## config.mk

```make
export PLATFORM = sky130hd
export DESIGN_NAME = dfd_fifo
export DESIGN_NICKNAME = d
export VERILOG_FILES = /design/src/dfd_pkg.sv /design/src/dfd_fifo.sv
export SDC_FILE = /design/constraint.sdc
export NUM_CORES = 1
export LEC_CHECK = 0
export ABC_AREA = 1
export BUFFER_PORTS_ARGS = -buffer_cell sky130_fd_sc_hd__buf_4
export CAP_MARGIN = 20
export CORE_MARGIN = 2
export CORE_UTILIZATION = 47
export DETAILED_ROUTE_END_ITERATION = 10
export MAX_ROUTING_LAYER = met4
export PLACE_DENSITY = 0.75
export SYNTH_ARGS = -nofsm -noshare
export SYNTH_HDL_FRONTEND = slang
export SYNTH_SLANG_ARGS = --single-unit
```

## constraint.sdc

```tcl
create_clock -name clk -period 4.15 [get_ports clk]
set_input_delay 0.6225 -clock clk [delete_from_list [all_inputs] [get_ports clk]]
set_output_delay 0.6225 -clock clk [all_outputs]
set_load 0.1 [all_outputs]
```

## src/dfd_pkg.sv

```systemverilog
package dfd_pkg;

  localparam int MaxPoints = 256;
  localparam int IdxBits = $clog2(MaxPoints);
  localparam int CntBits = IdxBits + 1;
  localparam int CoordBits = 24;
  localparam int DiffBits = CoordBits + 1;
  localparam int SqBits = 2 * DiffBits;
  localparam int CostBits = SqBits + 1;
  localparam int DistBits = 25;
  localparam int RootBits = (CostBits + 1) / 2;
  localparam int SrcBits = 2 * RootBits;
  localparam int RemBits = CostBits + 2;
  localparam int StepBits = $clog2(RootBits + 1);

  localparam logic [1:0] StatusOk = 2'd0;
  localparam logic [1:0] StatusOverflow = 2'd1;
  localparam logic [1:0] StatusEmpty = 2'd2;

  typedef enum logic [1:0] {
    CMD_STORE,
    CMD_QUERY,
    CMD_EMPTY
  } cmd_e_t;

  typedef struct packed {
    cmd_e_t                cmd;
    logic                  first;
    logic                  last;
    logic [IdxBits-1:0]    addr;
    logic [CntBits-1:0]    count;
    logic                  overflow;
    logic [CoordBits-1:0]  x;
    logic [CoordBits-1:0]  y;
  } cmd_t;

  typedef enum logic [2:0] {
    ST_IDLE,
    ST_READ,
    ST_DIFF,
    ST_CELL,
    ST_SQRT,
    ST_OUT
  } state_t;

endpackage

```

## src/dfd_fifo.sv

```systemverilog
module dfd_fifo import dfd_pkg::*; (
  input  logic clk,
  input  logic rst,
  input  logic in_valid,
  output logic in_ready,
  input  cmd_t in_cmd,
  output logic out_valid,
  input  logic out_ready,
  output cmd_t out_cmd
);

  cmd_t       mem [2];
  logic       wp;
  logic       rp;
  logic [1:0] cnt;
  logic       wr;
  logic       rd;

  assign in_ready = cnt != 2'd2;
  assign out_valid = cnt != 2'd0;
  assign out_cmd = mem[rp];
  assign wr = in_valid && in_ready;
  assign rd = out_valid && out_ready;

  always_ff @(posedge clk) begin
    if (wr) begin
      mem[wp] <= in_cmd;
    end
  end

  always_ff @(posedge clk) begin
    if (rst) begin
      wp <= 1'b0;
      rp <= 1'b0;
      cnt <= '0;
    end else begin
      if (wr) wp <= !wp;
      if (rd) rp <= !rp;
      cnt <= cnt + {1'b0, wr} - {1'b0, rd};
    end
  end

endmodule

```

---- Word level (Yosys, flattened, before mapping) ----
Memory sizes are Yosys's and may differ from the RTL's. A register that Yosys moved wholly into a read port is not among the register bits.
Index checks and enable logic that the tools add are counted.
storage, ports and cells
  bits in registers ....................... 4
  RAM bits ................................ 140
  output and inout port bits .............. 72
  memories kept ........................... 1
  bits of input ports ..................... 74
  word-level logic and storage cells ...... 16
memories
  name  words  bits a word  rd ports  clocked after memory_dff  wr ports  line            RTL
  mem   2      70           1         1                         1         dfd_fifo.sv:12  cmd_t mem [2];
cells by class
  multiplexer cells ....................... 4
  reductions and logical operators ........ 5
  equality and inequality tests ........... 1
  $add $sub $neg .......................... 2
operators by type and width
  kind                                           number
  1-bit 2-to-1 mux                               4
  2-bit by 1-bit adder with 2-bit output         1
  1-bit logical AND                              2
  1-bit logical NOT                              2
  2-bit inequality test (second input constant)  1
  2-bit nonzero test                             1
  2-bit by 1-bit subtractor with 2-bit output    1

---- Logic depth before layout (Yosys ltp) ----
  word-level depth ........................ 4
  mapped depth ............................ 11
  depth with buffers taken out ............ 11

---- Worst setup path after synthesis ----
Ideal clock, no wire load.
  kind .................................... reg-to-reg
  from .................................... register cnt[0]
  to ...................................... memory mem[1][0] in the netlist's numbering, enable pin
  cell stages (with the launch flop) ...... 5
  path buffers ............................ 0
  clock period less this slack ............ 4759 ps
  library setup time ...................... 500 ps
  arrival ................................. 4259 ps
  path slack .............................. -609 ps
  data required time ...................... 3650 ps
  cells stage by stage .................... dfxtp_1 inv_1 nand2_1 nand2_2 nor2_1
on the way
  cells in the longest elaborated chain, start to end .. 4
ends and longest elaborated chain
  item                                    line            RTL
  start, declared                         dfd_fifo.sv:15  logic [1:0] cnt;
  start signal, assigned                  dfd_fifo.sv:39  cnt <= cnt + {1'b0, wr} - {1'b0, rd};
  2-bit inequality test                   dfd_fifo.sv:19  assign in_ready = cnt != 2'd2;
  named net in_ready                      dfd_fifo.sv:5   output logic in_ready,
  1-bit logical AND                       dfd_fifo.sv:22  assign wr = in_valid && in_ready;
  1-bit 2-to-1 mux                        dfd_fifo.sv:26  if (wr) begin
  1-bit 2-to-1 mux (implied by the code)  dfd_fifo.sv:27  mem[wp] <= in_cmd;
  end, declared                           dfd_fifo.sv:12
The timed path passes the listed nets, and every way through them passes these cells.

==> results.ini <==
[run_status]
status = complete, no violations

[critical_path]
arrival_ns = 2.19
reg2reg_depth = 5
crit_required_ns = 3.53
worstSetupEndpointType = primary output
cp-start-kind = register
path_max_fanout = 29
setup.worst_path.class = register to primary output

[timing]
fin_crit_sh_pct = 67.86
worst_pin_slew_ns = 0.8482
hold_viol = 0
fin_crit_ns = 2.816
rsz0062_at_grt = false
fin_skew_ns = 0.004424
setup-tns-final_ns = 0
fmax_mhz = 355.1
maxSlewViolCount = 0
setup_viol = 0
slew_headroom_pct = 43.32

[synth]
netlist.area_leader.share_pct = 74.45
synth_cell_types = 15
syn_area_um2 = 5647
synth_area_per_cell_um2 = 22.23
synth_warnings = 0
synthTopCellsByCount = edfxtp_1, mux2_4, inv_1, nor2_1
synth-edff-count = 140
ys_seq_elements = 145
postSynthCellCount = 254
synth_top_area_cell = edfxtp_1
ys_top_cells_by_area = edfxtp_1, mux2_4, buf_12
yosysMostFrequentCell = edfxtp_1
ys_dominant_reg_cell = edfxtp_1
synth.net_count = 329
seq_area_frac_synth_pct = 76.22
synth-async-reset-ratio_pct = 0

[clock_network]
clockBufferDepth = 2
cts_resized = 0
cts_inserted_buffers = 17
clk_pin_slew_ns = 0.05
cts_tree = done
clock_sinks = 145
postCtsHoldBufs = 0
clock_latency_ns = 0.41
post-cts-setup-buffer-count = 0
cts_root_buf = clkbuf_16
htree_num_levels = 4

[detailed_routing]
wl_per_cell_um = 16.81
first_pass_iters = 4
route.detailed.drc = 0
drt_iter0_drc = 191
avgViaCountPerCell = 4.871
route.vias.total = 2791
wirelength_um = 9632
ant_nets = 0

[placement]
dp_hpwl_um = 6240
place_congestion = 0.6970
port_buffers = 145

[floorplan]
die_w_um = 113.6
io_pins = 146
start_util_pct = 47.61
num_rows = 40
die_area_um2 = 12910
core_area_um2 = 11860
dieHeight_um = 113.6

[layout]
final_core_utilization_pct = 61.79
fin_nets = 489
layout-drive-gt1-share_pct = 57.51
diodes = 0
syn_to_final_growth_pct = 29.80

[power]
p_leak_nw = 2.892
powerDensity_nw_per_um2 = 809.3
ir_worst_vdd_mv = 0.4890

[min_path]
min_path_type = primary input to register
holdPathStages = 2

[global_routing]
grt_usage_pct = 15.91
grt_pass1_vias = 2805
grt_overflow_total = 0
antenna_found_initial = 0
grt_max_degree = 71
grt_pass1_wl_um = 14350

[job]
drv_cap = 0

==> cells by family after synthesis <==
family	count (synthesis)	synth area share (%)
AOI/OAI and AO/OA	2	0.1773
xor gates and xnor gates	1	0.1551
adders and majority gates	1	0.2215
buffers and inverters	16	3.213
DFF	145	76.22
muxes	70	18.61
and+or+nand+nor	19	1.396
==> where the power goes <==
part           internal, mW  total, mW  switching [mW]
Clock                 0.745       1.26           0.514
Sequential             1.86       1.97           0.104
Combinational         0.699       2.71            2.01
==> registers in the layout, summed over array words and instances, names as in the netlist, named ones only <==
signal and cells:
rp 1, cnt 2, wp 1, mem 140
==> layout make-up <==
| type | count | area [um2] |
|---|---|---|
| fill | 852 | 4532 |
| inverter | 8 | 30.03 |
| clock buffer | 22 | 444.2 |
| multi-input combinational | 93 | 1176 |
| tap | 147 | 183.9 |
| sequential | 145 | 4308 |
| timing repair buffer | 149 | 1144 |
| clock inverter | 9 | 43.79 |
==> through the flow <==
step           instance area [um2]  power (mW)  hold slack (ns)  setup slack, ns  cells
2_1_floorplan                 5652       4.298           0.4669           0.5643    254
3_3_place_gp                  6842       4.685           0.4774            1.752    542
3_5_place_dp                  6842       4.715           0.4980            1.719    542
4_1_cts                       7330       5.984           0.3716            1.277    573
5_1_grt                       7330       6.127           0.3698            1.229    573
6_report                      7330       5.932           0.3903            1.334    573
==> per-layer routing <==
layer | routed length (um) | GRT usage (%) | part of all wire, %
met4 | 132 | 5.854 | 1.4
met3 | 721 | 6.854 | 7.5
met1 | 3940 | 18.18 | 41
met2 | 4838 | 25.15 | 50
met5 | 0 | - | 0
==> placed cells by master (no fill, tap or decap) <==
cell,synthesis,routed
a21oi_1,2,2
buf_12,7,2
buf_4,0,147
clkbuf_1,0,5
clkbuf_16,0,17
clkinv_1,0,5
clkinv_2,0,2
clkinvlp_4,0,2
dfxtp_1,5,4
dfxtp_4,0,1
edfxtp_1,140,140
ha_1,1,1
inv_1,8,8
mux2_4,70,70
nand2_1,7,7
nand2_2,1,1
nand3_1,1,1
nor2_1,8,6
nor2_2,1,1
nor2_4,0,2
nor3_1,1,1
xnor2_1,1,1
==> worst max-delay path, stage by stage (launching register included) <==
cell     delay, ns
dfxtp_4       0.70
buf_4         0.49
mux2_4        0.35
buf_4         0.23
==> worst paths after layout <==
check / from / end / slack (ns)
max reg2reg: cnt[0] / mem[1][15] / 2.15
min: rst / cnt[0] / 0.39
max: register / out_cmd[40] / 1.33
min reg2reg: rp / rp / 0.50
Note: power is estimated with default switching activity, not from simulation.
