--- src/dfd_pkg.sv ---
package dfd_pkg;

  localparam int MaxPoints = 256;
  localparam int IdxBits = $clog2(MaxPoints);
  localparam int CntBits = IdxBits + 1;
  localparam int CoordBits = 24;
  localparam int DiffBits = CoordBits + 1;
  localparam int SqBits = 2 * DiffBits;
  localparam int CostBits = SqBits + 1;
  localparam int DistBits = 25;
  localparam int RootBits = (CostBits + 1) / 2;
  localparam int SrcBits = 2 * RootBits;
  localparam int RemBits = CostBits + 2;
  localparam int StepBits = $clog2(RootBits + 1);

  localparam logic [1:0] StatusOk = 2'd0;
  localparam logic [1:0] StatusOverflow = 2'd1;
  localparam logic [1:0] StatusEmpty = 2'd2;

  typedef enum logic [1:0] {
    CMD_STORE,
    CMD_QUERY,
    CMD_EMPTY
  } cmd_e_t;

  typedef struct packed {
    cmd_e_t                cmd;
    logic                  first;
    logic                  last;
    logic [IdxBits-1:0]    addr;
    logic [CntBits-1:0]    count;
    logic                  overflow;
    logic [CoordBits-1:0]  x;
    logic [CoordBits-1:0]  y;
  } cmd_t;

  typedef enum logic [2:0] {
    ST_IDLE,
    ST_READ,
    ST_DIFF,
    ST_CELL,
    ST_SQRT,
    ST_OUT
  } state_t;

endpackage

--- src/dfd_front.sv ---
module dfd_front import dfd_pkg::*; (
  input  logic                 clk,
  input  logic                 rst,
  input  logic                 push,
  output logic                 full,
  input  logic                 action,
  input  logic [CoordBits-1:0] x,
  input  logic [CoordBits-1:0] y,
  input  logic                 last,
  output logic                 cmd_valid,
  input  logic                 cmd_ready,
  output cmd_t                 cmd
);

  logic [CntBits-1:0] ref_count;
  logic               ref_overflow;
  logic               ref_done;
  logic               query_started;
  logic               restart;
  logic [CntBits-1:0] base;
  logic               ovf_base;

  assign full = !cmd_ready;
  assign cmd_valid = push;
  assign restart = !action && (ref_done || query_started);
  assign base = restart ? '0 : ref_count;
  assign ovf_base = restart ? 1'b0 : ref_overflow;

  always_comb begin
    cmd.first = !query_started;
    cmd.last = last;
    cmd.addr = base[IdxBits-1:0];
    cmd.count = base;
    cmd.overflow = ovf_base;
    cmd.x = x;
    cmd.y = y;
    if (!action) begin
      cmd.cmd = CMD_STORE;
    end else if (ref_count == '0) begin
      cmd.cmd = CMD_EMPTY;
    end else begin
      cmd.cmd = CMD_QUERY;
    end
  end

  always_ff @(posedge clk) begin
    if (rst) begin
      ref_count <= '0;
      ref_overflow <= 1'b0;
      ref_done <= 1'b0;
      query_started <= 1'b0;
    end else if (push && cmd_ready) begin
      if (!action) begin
        query_started <= 1'b0;
        ref_done <= last;
        if (base < CntBits'(MaxPoints)) begin
          ref_count <= base + 1'b1;
          ref_overflow <= ovf_base;
        end else begin
          ref_count <= base;
          ref_overflow <= 1'b1;
        end
      end else begin
        ref_done <= 1'b1;
        query_started <= (ref_count != '0) && !last;
      end
    end
  end

endmodule

--- config.mk ---
export PLATFORM = sky130hd
export DESIGN_NAME = dfd_front
export DESIGN_NICKNAME = d
export VERILOG_FILES = /design/src/dfd_pkg.sv /design/src/dfd_front.sv
export SDC_FILE = /design/constraint.sdc
export NUM_CORES = 1
export LEC_CHECK = 0
export BUFFER_PORTS_ARGS = -buffer_cell sky130_fd_sc_hd__buf_2
export CAP_MARGIN = 20
export CORE_MARGIN = 2
export CORE_UTILIZATION = 32
export DETAILED_ROUTE_END_ITERATION = 16
export PLACE_DENSITY = 0.73
export SETUP_SLACK_MARGIN = 0.15
export SLEW_MARGIN = 15
export SYNTH_ARGS = -nofsm -noshare
export SYNTH_HDL_FRONTEND = slang
export SYNTH_SLANG_ARGS = --single-unit
--- constraint.sdc ---
create_clock -name clk -period 1.9 [get_ports clk]
set_clock_uncertainty 0.2 [all_clocks]
set_input_delay 0.38 -clock clk [delete_from_list [all_inputs] [get_ports clk]]
set_output_delay 0.38 -clock clk [all_outputs]
set_load 0.005 [all_outputs]
* Word level (Yosys, flattened, before mapping)
Cells that the tools add are included. Widths: inputs -> output; s select.
Operators by class: add/sub/neg operators 1, multiply operators 0, divide/modulo/power cells 0, order comparisons 1, eq/ne operators 0, shift-type cells 0, muxes and demuxes 8, bitwise logic cells 1, reductions and logical operators 11
Operators by type and width (count):
- $mux 9 | 2
- $add 9x1->9 const B | 1
- $logic_not 9->1 | 1
- $lt 9x9->1 const B | 1
- $reduce_bool 9->1 | 1
- $logic_not 1->1 | 4
- $mux 1 | 4
- $mux 2 | 2
- $logic_and 1x1->1 | 3
- $reduce_and 2->1 | 1
- $logic_or 1x1->1 | 1
- $not 1->1 | 1
Word-level totals: register bits after elaboration 12, bits in latches 0, RAM bits 0, memory bits (read-only) 0, memories 0

* Depth between registers and ports, before layout
depth in word-level cells 5, gate-level depth with buffers 8, depth with buffers taken out 7

* Worst setup path after synthesis
Ideal clock, no wire load.
path type reg-to-reg, from reg query_started, to reg ref_count[4], setup time 0.114 ns, data arrival time 1.713 ns, required time 1.586 ns, path slack -0.128 ns, stages on the path, launching flop included 9, clock period less this slack 2.028 ns, path through dfxtp_1 -> o21bai_1 -> clkbuf_1 -> and2_1 -> ha_1 -> nand4b_1 -> nor4b_2 -> xor2_1 -> nor2_1
RTL lines:
- start, declared | RTL line dfd_front.sv:18 | logic query_started;
- start signal, assigned | RTL line dfd_front.sv:65 | query_started <= (ref_count != '0) && !last;
- end signal, assigned | RTL line dfd_front.sv:57 | ref_count <= base + 1'b1;
- end signal, assigned | RTL line dfd_front.sv:60 | ref_count <= base;
- end, declared | RTL line dfd_front.sv:15 | logic [CntBits-1:0] ref_count;

* Worst setup path in the final report
from reg ref_done, to reg ref_count[4]
Between the ends: longest elaborated chain between the ends 5, elaborated cells between the ends (all ways) 6
RTL lines:
- start, declared | RTL line dfd_front.sv:17 | logic ref_done;
- start signal, assigned | RTL line dfd_front.sv:55 | ref_done <= last;
- $logic_or 1x1->1 (*) | RTL line dfd_front.sv:25 | assign restart = !action && (ref_done || query_started);
- $logic_and 1x1->1 (*) | RTL line dfd_front.sv:25
- $mux 9 (*) | RTL line dfd_front.sv:26 | assign base = restart ? '0 : ref_count;
- $add 9x1->9 or $lt 9x9->1 (tied branches) | RTL line dfd_front.sv:57, dfd_front.sv:56
- $mux 9 (*) | RTL line dfd_front.sv:56 | if (base < CntBits'(MaxPoints)) begin
Every way passes the cells marked *; elsewhere a longest branch is shown, timed or not. A chain may end at the register's enable or synchronous reset.

==> flow_metrics.tcl <==
set metrics [dict create \
    regToRegSetupSlack_ns 0.1 \
    vias 896 \
    crit_chain "o21bai_4, and2_4, ha_4, nand4b_1, nor4b_2, xor2_1, nor2_1" \
    async_flop_share_pct 0 \
    synth-seq-cells 12 \
    fin_hold_ws_ns 0.2389 \
    io_buffers 29 \
    grt_pass1_wl_um 3870 \
    min_to "ref_done" \
    fmax_mhz 554.4 \
    synth_area_um2 1215 \
    hold_path_depth 3 \
    crit_arrival_ns 1.73 \
    yosysSeqAreaShare_pct 19.77 \
    r2r-end "ref_count[4]" \
    slew_headroom_pct 77.71 \
    status "complete, no violations" \
    clockBufferDepth 2 \
    crit_required_ns 1.83 \
    syn_nets 210 \
    htreeDepth 1 \
    p_leak_nw 0.5253 \
    place_hpwl_um 1881 \
    slew_violations 0 \
    drt-initial-drc-count 38 \
    reg2regPathDepth 7 \
    max_stage_delay_ns 0.34 \
    antenna_left 0 \
    cp-end-kind "flop" \
    synth_area_per_cell_um2 7.838 \
    hold_viol 0 \
    r2r_start "ref_done" \
    tightest_slew_ns 0.3333 \
    synthFlopType "dfxtp_1" \
    core_area_um2 3661 \
    antenna_found_initial 0 \
    cts_num_sinks 12 \
    finalSetupViolations 0 \
    tritoncts "done" \
    gp_congestion 0.8433 \
    drt-wirelength-per-cell_um 13.82 \
    place_inst 177 \
    firstDrtPassIters 4 \
    clkTransAtPathRegs_ns 0.05 \
    diodes 0 \
    hp-start "last" \
    postSynthCellCount 155 \
    synth_warnings 0 \
    num-nets-final 193 \
    via_per_inst 4.843 \
    drt-total-wl_um 2557 \
    critPathKind "flop to flop" \
    synth_edf_count 0 \
    grt_use_total_pct 11.48 \
    critPathMaxFanout 3 \
    drive_above_1_share_pct 45.99 \
    clock_latency_ns 0.24 \
    start_kind "flop" \
    start_util_pct 33.19 \
    fp-row-count 22 \
    die_x_um 65.62 \
    root_buffer "clkbuf_8" \
    final_cells 185 \
    drc 0 \
    die_h_um 65.62 \
    ios 126 \
    seq_area_um2 249.0 \
    cts_buffers 3 \
    max-cap-violations 0 \
    syn2layout_area_growth_pct -4.737 \
    die_area_um2 4305 \
    rsz0062_at_grt "yes" \
    fin_crit_ns 1.804 \
    nFillCells 407 \
    grt_overflow_total 0 \
    power.density_nw_per_um2 536.8 \
    grt_pass1_vias 821 \
    slowest_stage "dfxtp_2" \
    grt_max_degree 14 \
    multi_input_area_um2 539.3 \
    hold_path_class "input pin to flop" \
    peakVddDrop_mv 0.3994 \
    yosysUniqueCellTypes 37 \
    min_period_over_period_pct 94.94 \
]
==> cells in the final DEF, fill, tap and decap left out, types with 4 or more instances in the layout <==
cell	n
dfxtp_2	4
buf_4	9
and2_1	8
o21ai_0	8
nor2_1	8
inv_1	5
dfxtp_1	7
nor3_1	4
clkbuf_8	4
nand2_1	5
a21oi_1	9
buf_2	29
==> timing repair <==
item	CTS	global route
resized for setup	9	7
hold buffers	0	0
buffers inserted	4	0
pin swaps	5	5
setup endpoints to repair	19	19
==> critical path: cells and delay by family, from the launching register on <==
family                     cells  cell delay [ns]
AOI/OAI and AO/OA              1             0.16
and+or+nand+nor                4             0.68
DFF                            1             0.34
xor gates and xnor gates       1             0.17
adders and majority gates      1             0.14
==> routing by layer <==
layer / vias up / wire length, um / track usage, %
li1: 427 / - / -
met1: 398 / 1057 / 14.54
met2: 52 / 1094 / 16.58
met3: 19 / 297 / 4.110
met4: 0 / 107 / 6.771
met5: - / 0 / 0
==> per-stage QoR <==
step	power [mW]	TNS [ns]	setup WS, ns	area, um2	util, %
global placement	0.3324	0	0.04244	1006	27.48
floorplan	0.3903	0	0.02163	1221	-
CTS	0.6203	0	0.1123	1125	30.72
finish	0.6213	0	0.09612	1157	31.61
detailed placement	0.3329	-0.02814	-0.02814	1006	27.48
global route	0.6530	0	0.03026	1157	31.61
==> worst max-delay path by stage <==
stage / cells past startpoint / slack (ns) / endpoint / from
6_report: 7 / 0.1 / ref_count[4] / ref_done
5_1_grt: 4 / 0.03 / cmd[69] / ref_count[3]
4_1_cts: 4 / 0.11 / cmd[69] / ref_count[3]
3_5_place_dp: 8 / -0.03 / ref_count[4] / action
3_3_place_gp: 8 / 0.04 / ref_count[4] / action
2_1_floorplan: 8 / 0.02 / ref_count[4] / query_started
==> power by group <==
group          internal, mW  total (mW)  switching [mW]
Combinational        0.0395      0.0830          0.0434
Clock                 0.183       0.280          0.0972
Sequential            0.254       0.258         0.00410
Total                 0.477       0.621           0.145
==> cell families (layout without fill, tap and decap cells) <==
| family | Yosys count | count (layout) | share of synthesized area (%) |
|---|---|---|---|
| adder cells (fa/ha/maj) | 1 | 1 | 1.030 |
| flip-flops | 12 | 12 | 19.77 |
| buffers and inverters | 67 | 49 | 40.37 |
| AND/OR/NAND/NOR | 49 | 49 | 25.95 |
| XOR/XNOR | 3 | 3 | 2.163 |
| AO/OA/AOI/OAI | 23 | 23 | 10.71 |
==> flip-flops by register name, indices dropped and copies added, names as in the netlist <==
| name | count |
|---|---|
| query_started | 1 |
| ref_overflow | 1 |
| ref_count | 9 |
| ref_done | 1 |
==> cells in the mapped netlist (2+ instances only) <==
master	n	share of area, %
nor3_1	5	2.1
and3_1	2	1.0
nand2_1	5	1.5
and2_1	10	5.1
inv_1	5	1.5
nand3_1	2	0.82
nand4_1	2	1.0
xor2_1	2	1.4
or3_1	2	1.0
a21oi_1	10	4.1
o21ai_0	8	3.3
buf_4	59	36
dfxtp_1	12	20
nor2_1	8	2.5
==> cell type report <==
cell class | instances | share of cell area [%]
Tap cell | 48 | 5.189
Multi-Input combinational cell | 76 | 46.59
Sequential cell | 12 | 21.51
Clock buffer | 4 | 4.757
Timing Repair Buffer | 40 | 20.32
Inverter | 5 | 1.622
(Power assumes the default switching activity.)
